**src/snils_check_digit_validator_unit_macros.svh**
```systemverilog
// Assertion macros for the identifier check-digit validator.
// Plain text only; used by the top level at the end of its body.
`ifndef SNILS_CHECK_DIGIT_VALIDATOR_UNIT_MACROS_SVH
`define SNILS_CHECK_DIGIT_VALIDATOR_UNIT_MACROS_SVH

// Same-cycle implication, disabled while reset is low.
`define SCDV_ASSERT_NOW(label, clk, rst_n, ante, cons, msg) \
  label: assert property (@(posedge clk) disable iff (!rst_n) (ante) |-> (cons)) \
    else $error(msg);

// Next-cycle implication, disabled while reset is low.
`define SCDV_ASSERT_NEXT(label, clk, rst_n, ante, cons, msg) \
  label: assert property (@(posedge clk) disable iff (!rst_n) (ante) |=> (cons)) \
    else $error(msg);

`endif

```
**src/scdv_pkg.sv**
```systemverilog
// Shared constants, status codes and the check-number reduction
// for the identifier check-digit validator. No dependencies.
package scdv_pkg;

  typedef enum logic [1:0] {
    STATUS_VALID    = 2'd0,
    STATUS_MISMATCH = 2'd1,
    STATUS_FORMAT   = 2'd2
  } status_t;

  localparam logic [3:0] SNILS_DIGITS = 4'd11;
  localparam logic [3:0] SUM_DIGITS   = 4'd9;
  localparam logic [3:0] COUNT_SAT    = 4'd12;
  localparam logic [3:0] REPEAT_MIN   = 4'd2;

  localparam logic [8:0] CHECK_LIMIT  = 9'd100;
  localparam logic [8:0] CHECK_MOD    = 9'd101;

  localparam logic [7:0] CHAR_ZERO    = 8'h30;
  localparam logic [7:0] CHAR_NINE    = 8'h39;
  localparam logic [7:0] CHAR_DASH    = 8'h2D;
  localparam logic [7:0] CHAR_SPACE   = 8'h20;

  // Reduce a 9-bit weighted sum to the two-digit check number.
  // The sum is below 512, so at most five multiples of the modulus apply.
  function automatic logic [6:0] check_number(input logic [8:0] sum);
    logic [8:0] rem;
    rem = sum;
    if (sum < CHECK_LIMIT) begin
      rem = sum;
    end else if (sum == CHECK_LIMIT || sum == CHECK_MOD) begin
      rem = '0;
    end else begin
      priority if (sum >= 9'(5 * 101)) begin
        rem = sum - 9'(5 * 101);
      end else if (sum >= 9'(4 * 101)) begin
        rem = sum - 9'(4 * 101);
      end else if (sum >= 9'(3 * 101)) begin
        rem = sum - 9'(3 * 101);
      end else if (sum >= 9'(2 * 101)) begin
        rem = sum - 9'(2 * 101);
      end else begin
        rem = sum - CHECK_MOD;
      end
      if (rem == CHECK_LIMIT) begin
        rem = '0;
      end
    end
    return rem[6:0];
  endfunction

endpackage

```
**src/snils_check_digit_validator_unit.sv**
```systemverilog
// Top level of the identifier check-digit validator: input register,
// per-character digit logic and result register. Uses scdv_pkg and the
// assertion macros in snils_check_digit_validator_unit_macros.svh.
//
//   Channel  Direction  Word contents
//   -------  ---------  ---------------------------------------------------
//   in_      slave      tdata[7:0] character, tlast end of line
//   out_     master     tdata[1:0] status, [8:2] expected, [15:9] entered
//
// One character word is accepted every cycle while no held result stalls it.
// A word moves from the input register through the digit logic, and an
// end-of-line word then fills the result register, which raises out_tvalid.
// The only stall is a held result: the input register then waits only if it
// holds an end-of-line word, and other characters keep flowing.
// rst_n is synchronous and active low; it clears both valid flags and the
// running per-identifier state (count, last digits, sum, check, error).

`include "snils_check_digit_validator_unit_macros.svh"

module snils_check_digit_validator_unit (
  input  logic        clk,
  input  logic        rst_n,

  input  logic        in_tvalid,
  output logic        in_tready,
  input  logic [7:0]  in_tdata,   // [7:0] character
  input  logic        in_tlast,   // end of line

  output logic        out_tvalid,
  input  logic        out_tready,
  output logic [15:0] out_tdata   // [1:0] status, [8:2] expected_check,
                                  // [15:9] entered_check
);

  // Input register.
  logic       in_v_r;
  logic [7:0] in_char_r;
  logic       in_last_r;

  // Running state for the identifier being typed.
  logic [3:0] digit_count_r,   digit_count_nxt;
  logic [3:0] prev_digit_r,    prev_digit_nxt;
  logic [3:0] prev2_digit_r,   prev2_digit_nxt;
  logic [8:0] weighted_sum_r,  weighted_sum_nxt;
  logic [6:0] entered_value_r, entered_value_nxt;
  logic       format_bad_r,    format_bad_nxt;

  // Result register.
  logic                 out_v_r;
  scdv_pkg::status_t    out_status_r;
  logic [6:0]           out_expected_r;
  logic [6:0]           out_entered_r;

  logic       proc_go;
  logic       is_digit;
  logic [3:0] digit;
  logic [3:0] weight;
  logic [7:0] product;
  logic [10:0] entered_wide;
  logic [6:0] expected;

  // The processing stage moves whenever its word produces no result or the
  // result register is free or being emptied.
  assign proc_go   = in_v_r && (!in_last_r || !out_v_r || out_tready);
  assign in_tready = !in_v_r || proc_go;

  assign is_digit = (in_char_r >= scdv_pkg::CHAR_ZERO) &&
                    (in_char_r <= scdv_pkg::CHAR_NINE);
  assign digit    = 4'(in_char_r - scdv_pkg::CHAR_ZERO);
  assign weight   = scdv_pkg::SUM_DIGITS - digit_count_r;
  assign product  = {4'b0, digit} * {4'b0, weight};
  assign entered_wide = {4'b0, entered_value_r} * 11'd10 + {7'b0, digit};

  always_comb begin
    digit_count_nxt   = digit_count_r;
    prev_digit_nxt    = prev_digit_r;
    prev2_digit_nxt   = prev2_digit_r;
    weighted_sum_nxt  = weighted_sum_r;
    entered_value_nxt = entered_value_r;
    format_bad_nxt    = format_bad_r;
    if (is_digit) begin
      // Three equal kept digits in a row are a format error.
      if (digit_count_r >= scdv_pkg::REPEAT_MIN && digit == prev_digit_r &&
          digit == prev2_digit_r) begin
        format_bad_nxt = 1'b1;
      end
      if (digit_count_r < scdv_pkg::SUM_DIGITS) begin
        weighted_sum_nxt = weighted_sum_r + {1'b0, product};
      end else if (digit_count_r < scdv_pkg::SNILS_DIGITS) begin
        entered_value_nxt = entered_wide[6:0];
      end
      prev2_digit_nxt = prev_digit_r;
      prev_digit_nxt  = digit;
      if (digit_count_r < scdv_pkg::COUNT_SAT) begin
        digit_count_nxt = digit_count_r + 4'd1;
      end
    end else if (in_char_r != scdv_pkg::CHAR_DASH &&
                 in_char_r != scdv_pkg::CHAR_SPACE) begin
      format_bad_nxt = 1'b1;
    end
  end

  // A well-formed line ends on its eleventh digit or a separator, neither of
  // which touches the weighted sum, so the registered sum is already final here.
  assign expected = scdv_pkg::check_number(weighted_sum_r);

  always_ff @(posedge clk) begin
    if (!rst_n) begin
      in_v_r          <= 1'b0;
      out_v_r         <= 1'b0;
      digit_count_r   <= '0;
      prev_digit_r    <= '0;
      prev2_digit_r   <= '0;
      weighted_sum_r  <= '0;
      entered_value_r <= '0;
      format_bad_r    <= 1'b0;
    end else begin
      if (in_tready) begin
        in_v_r <= in_tvalid;
      end
      // A retiring end-of-line word fills the result register; otherwise it
      // holds until the receiver takes it.
      out_v_r <= (proc_go && in_last_r) || (out_v_r && !out_tready);
      if (proc_go) begin
        if (in_last_r) begin
          // Start over for the next identifier.
          digit_count_r   <= '0;
          prev_digit_r    <= '0;
          prev2_digit_r   <= '0;
          weighted_sum_r  <= '0;
          entered_value_r <= '0;
          format_bad_r    <= 1'b0;
        end else begin
          digit_count_r   <= digit_count_nxt;
          prev_digit_r    <= prev_digit_nxt;
          prev2_digit_r   <= prev2_digit_nxt;
          weighted_sum_r  <= weighted_sum_nxt;
          entered_value_r <= entered_value_nxt;
          format_bad_r    <= format_bad_nxt;
        end
      end
    end
  end

  // Payload registers carry no reset.
  always_ff @(posedge clk) begin
    if (in_tready && in_tvalid) begin
      in_char_r <= in_tdata;
      in_last_r <= in_tlast;
    end
    if (proc_go && in_last_r) begin
      if (format_bad_nxt || digit_count_nxt != scdv_pkg::SNILS_DIGITS) begin
        out_status_r   <= scdv_pkg::STATUS_FORMAT;
        out_expected_r <= '0;
        out_entered_r  <= '0;
      end else begin
        out_status_r   <= (expected == entered_value_nxt) ?
                          scdv_pkg::STATUS_VALID : scdv_pkg::STATUS_MISMATCH;
        out_expected_r <= expected;
        out_entered_r  <= entered_value_nxt;
      end
    end
  end

  assign out_tvalid = out_v_r;
  assign out_tdata  = {out_entered_r, out_expected_r, out_status_r};

  // A format error reports both check numbers as zero.
  `SCDV_ASSERT_NOW(a_format_zero, clk, rst_n,
    out_v_r && out_status_r == scdv_pkg::STATUS_FORMAT,
    out_expected_r == '0 && out_entered_r == '0, "format error with nonzero checks")

  // A valid status means the computed and entered checks agree.
  `SCDV_ASSERT_NOW(a_valid_match, clk, rst_n,
    out_v_r && out_status_r == scdv_pkg::STATUS_VALID,
    out_expected_r == out_entered_r, "valid status with differing checks")

  // Retiring an end-of-line word clears the running state and fills the result register.
  `SCDV_ASSERT_NEXT(a_line_clear, clk, rst_n, proc_go && in_last_r,
    digit_count_r == '0 && !format_bad_r && weighted_sum_r == '0 && out_v_r,
    "state not cleared after end of line")

  // The digit counter never passes its saturation value.
  `SCDV_ASSERT_NOW(a_count_sat, clk, rst_n, 1'b1,
    digit_count_r <= scdv_pkg::COUNT_SAT, "digit counter past saturation")

endmodule

```
**config.mk**
```make
export PLATFORM = sky130hd
export DESIGN_NAME = snils_check_digit_validator_unit
export DESIGN_NICKNAME = d
export VERILOG_FILES = /design/src/scdv_pkg.sv /design/src/snils_check_digit_validator_unit.sv
export VERILOG_INCLUDE_DIRS = /design/src /design/src/src
export SDC_FILE = /design/constraint.sdc
export NUM_CORES = 1
export LEC_CHECK = 0
export BUFFER_PORTS_ARGS = -buffer_cell sky130_fd_sc_hd__clkbuf_2
export CAP_MARGIN = 20
export CORE_MARGIN = 10
export CORE_UTILIZATION = 42
export CTS_CLUSTER_DIAMETER = 150
export DETAILED_ROUTE_END_ITERATION = 12
export GPL_TIMING_DRIVEN = 0
export PLACE_DENSITY = 0.71
export SYNTH_ARGS = -nofsm -noshare
export SYNTH_HDL_FRONTEND = slang
export SYNTH_SLANG_ARGS = --single-unit
```
**constraint.sdc**
```tcl
create_clock -name clk -period 4.36 [get_ports clk]
set_clock_uncertainty 0.2 [all_clocks]
set_input_delay 0 -clock clk [delete_from_list [all_inputs] [get_ports clk]]
set_output_delay 0 -clock clk [all_outputs]
set_load 0.01 [all_outputs]
```
==> run metrics <==
DR vias=4230; nets@finish=667; CP top delay family=adder cells; Non-Filler Instances=743; # H-tree levels=2; Yosys cell types=78; initial antenna violation count=0; critical path arrival=4180 ps; Wirelength per Cell=16.6 um; Tot GR Track Use=14.7%; Core Area=0.0110 mm^2; ys flop type=dfxtp_1; Max Slew Vio Count=0; Met3 Wirelength=663 um; Synth Area in XOR/XNOR=4.76%; first-pass GRT wire length=20200 um; number of I/O pins=31; clock tree buffer depth=2; EDFF count, synth=25; adder-cell share of the synthesized area=15.3%; initial drt markers=444; placer congestion estimate=0.990; DRT Wirelength=12400 um; FP Rows=38; CP max stage delay=540 ps; remaining routing DRC violations=0; Final Hold Vio Count=0; status=complete, no violations; fin crit share=95.9%; 1st-pass router iterations=7; worst skew pair latency=300 ps; Seq/Total Area, Yosys=28.7%; Tmin final=4180 ps; Slew @ Worst Pin=1010 ps; die height=127 um; Die Footprint=0.0161 mm^2; fraction of synthesized area in multiplexers=2.56%; largest family of logic cells by synthesized area=simple AND/OR/NAND/NOR gates; Top Layer Used=met4; Worst-path clk slew=80 ps; Yosys Warn Count=0; Setup crit end kind=flop; Worst Setup Path Type=reg -> reg; vias in the first global route=4059; largest net degree at the start of global routing=20; fmax=239 MHz; Synth Net Count=613; DP HPWL=9200 um; compound-cell area share of the yosys netlist=19.9%; GRT Residual Overflow=0; share of cells above drive strength 1=17.2%; Die X=127 um; Vias/cell=5.69; number of diodes=0; Setup TNS=0 ps; area grow syn2layout=15.3%; Clock Root Buffer=clkbuf_16; flops & latches, synth=56; synthesized area=0.00479 mm^2; met2 wire length=5940 um; worst-path fanout max=5; Leak=2.16 nW; count of input and output buffers=30; crit-path cells=inv_4, ha_4, xor2_4, buf_4, buf_4, nand2_1, fa_1, inv_1, ha_1, inv_1, fa_1, inv_1, ha_4, inv_2, o21bai_1, a21oi_2, o21bai_1, a21oi_2, xor2_2, a21oi_2, nor2_1, o21a_1; antenna viol nets, final=0; CP bufs+invs=7; hold crit path type=in -> reg; Mapped Cells=548; ys async rst share=0%; slew margin rel.=32.2%; total power=1.09 mW; Mapped Avg Cell Area=8.73 um^2; DP Cell Count=718; Final Setup Violations=0; TritonCTS clock tree=built; Startpoint Class=flop; CTS Buf Count=5; fin util=50.2%; maximum capacitance violations=0; Met1 Routed Length=5570 um; Simple-Gate Fraction of Synth Area=21.9%; Crit path required time=4360 ps; Slowest-stage cell, CP=fa_1; Peak VDD IR=152 uV; Starting Density=43.6%; clock net sink count=56; Pwr Density=197 mW/mm^2
==> power by group <==
part | switching [mW] | leakage, nW | total (mW) | internal [mW]
sequential | 0.00743 | 0.489 | 0.563 | 0.556
combinational | 0.0643 | 1.60 | 0.112 | 0.0473
clock | 0.199 | 0.0671 | 0.414 | 0.215
total | 0.271 | 2.16 | 1.09 | 0.818
==> registers in the layout, summed over array words and instances (netlist names) <==
| register | flops |
|---|---|
| in_v_r | 1 |
| prev_digit_r | 4 |
| out_status_r | 2 |
| entered_value_r | 7 |
| format_bad_r | 1 |
| in_char_r | 8 |
| weighted_sum_r | 9 |
| out_tvalid | 1 |
| out_entered_r | 7 |
| in_last_r | 1 |
| out_expected_r | 7 |
| prev2_digit_r | 4 |
| digit_count_r | 4 |
==> through the flow <==
stage | hold slack (ps) | setup slack (ps) | cell area (um^2)
2_1_floorplan | -101 | 78.7 | 4790
3_3_place_gp | -23.1 | -227 | 5110
3_5_place_dp | -21.3 | -353 | 5110
4_1_cts | 209 | 24.4 | 5420
5_1_grt | 226 | -1.27 | 5520
6_report | 213 | 181 | 5520
==> worst register-to-register path: cells and delay by family (launching register included) <==
family / cells / cell delay (ps)
flip-flops: 1 / 370
adder cells (fa/ha/maj): 5 / 1730
AO/OA/AOI/OAI: 6 / 810
buffers and inverters: 7 / 500
XOR/XNOR: 2 / 340
AND/OR/NAND/NOR: 2 / 120
==> placed cells by master, fill, tap and decap left out, types with 15 or more instances in the layout <==
master    instances
a21oi_1          26
a22oi_1          15
and2_1           17
clkbuf_2         30
dfxtp_1          28
edfxtp_1         25
ha_1             38
inv_1            38
nand2_1          45
nor2_1           39
nor2b_1          29
o21ai_0          21
xnor2_1          18
==> synthesized netlist by cell type (all sizes together) (4+ instances only) <==
| library cell | instances | area (um^2) |
|---|---|---|
| nor2b | 29 | 181 |
| fa | 11 | 220 |
| a31oi | 9 | 71.3 |
| nor2 | 40 | 153 |
| a22oi | 16 | 134 |
| mux2i | 10 | 100 |
| o21ai | 29 | 160 |
| edfxtp | 25 | 751 |
| o211ai | 7 | 57.6 |
| ha | 41 | 513 |
| inv | 44 | 165 |
| nor3 | 16 | 101 |
| clkbuf | 12 | 45.0 |
| nand3 | 13 | 65.1 |
| a21oi | 33 | 176 |
| buf | 16 | 118 |
| nand2 | 47 | 179 |
| nand2b | 4 | 32.5 |
| xnor2 | 18 | 158 |
| dfxtp | 31 | 621 |
| xor2 | 8 | 70.1 |
| a21o | 5 | 37.5 |
| and3 | 10 | 62.6 |
| o22ai | 4 | 25.0 |
| and2 | 18 | 115 |
==> path summary, 6_finish.rpt <==
check / cells after the start / endpoint / slack [ps] / from
setup / recovery: 22 / weighted_sum_r[8] / 180 / digit_count_r[2]
hold / removal: 2 / in_char_r[4] / 210 / in_tdata[4]
setup reg to reg: 22 / weighted_sum_r[8] / 180 / digit_count_r[2]
hold reg to reg: 3 / entered_value_r[6] / 370 / entered_value_r[6]
==> cell type report <==
type | count | area [um^2]
fillers | 1007 | 5470
multi-input cells | 420 | 3170
flip-flops and latches | 56 | 1380
repair buffers | 49 | 325
well taps | 140 | 175
inverters | 44 | 168
plain buffers | 26 | 155
clock buffers | 6 | 129
clock inverters | 2 | 16.3
==> cells by family (layout without fill, tap and decap cells) <==
family          count (synthesis)  in the layout
buf+inv                        72            127
mux                            12             12
compound gates                133            133
xor+xnor                       26             26
simple gates                  197            197
flops                          56             56
fa+ha+maj                      52             52
==> what timing repair did <==
action | CTS | global route
gates resized for setup | 7 | 12
pin swaps | 3 | 9
setup endpoints to repair | 2 | 2
hold endpoints to repair | 12 | 0
hold buffers | 13 | 0
buffers inserted | 2 | 4
==> routing by layer <==
| layer | up-vias | track usage [%] |
|---|---|---|
| met2 | 126 | 23.8 |
| met4 | 0 | 3.75 |
| met5 | - | 0 |
| li1 | 2038 | - |
| met1 | 2045 | 19.8 |
| met3 | 21 | 2.58 |
Note: power is estimated with default switching activity, not from simulation.
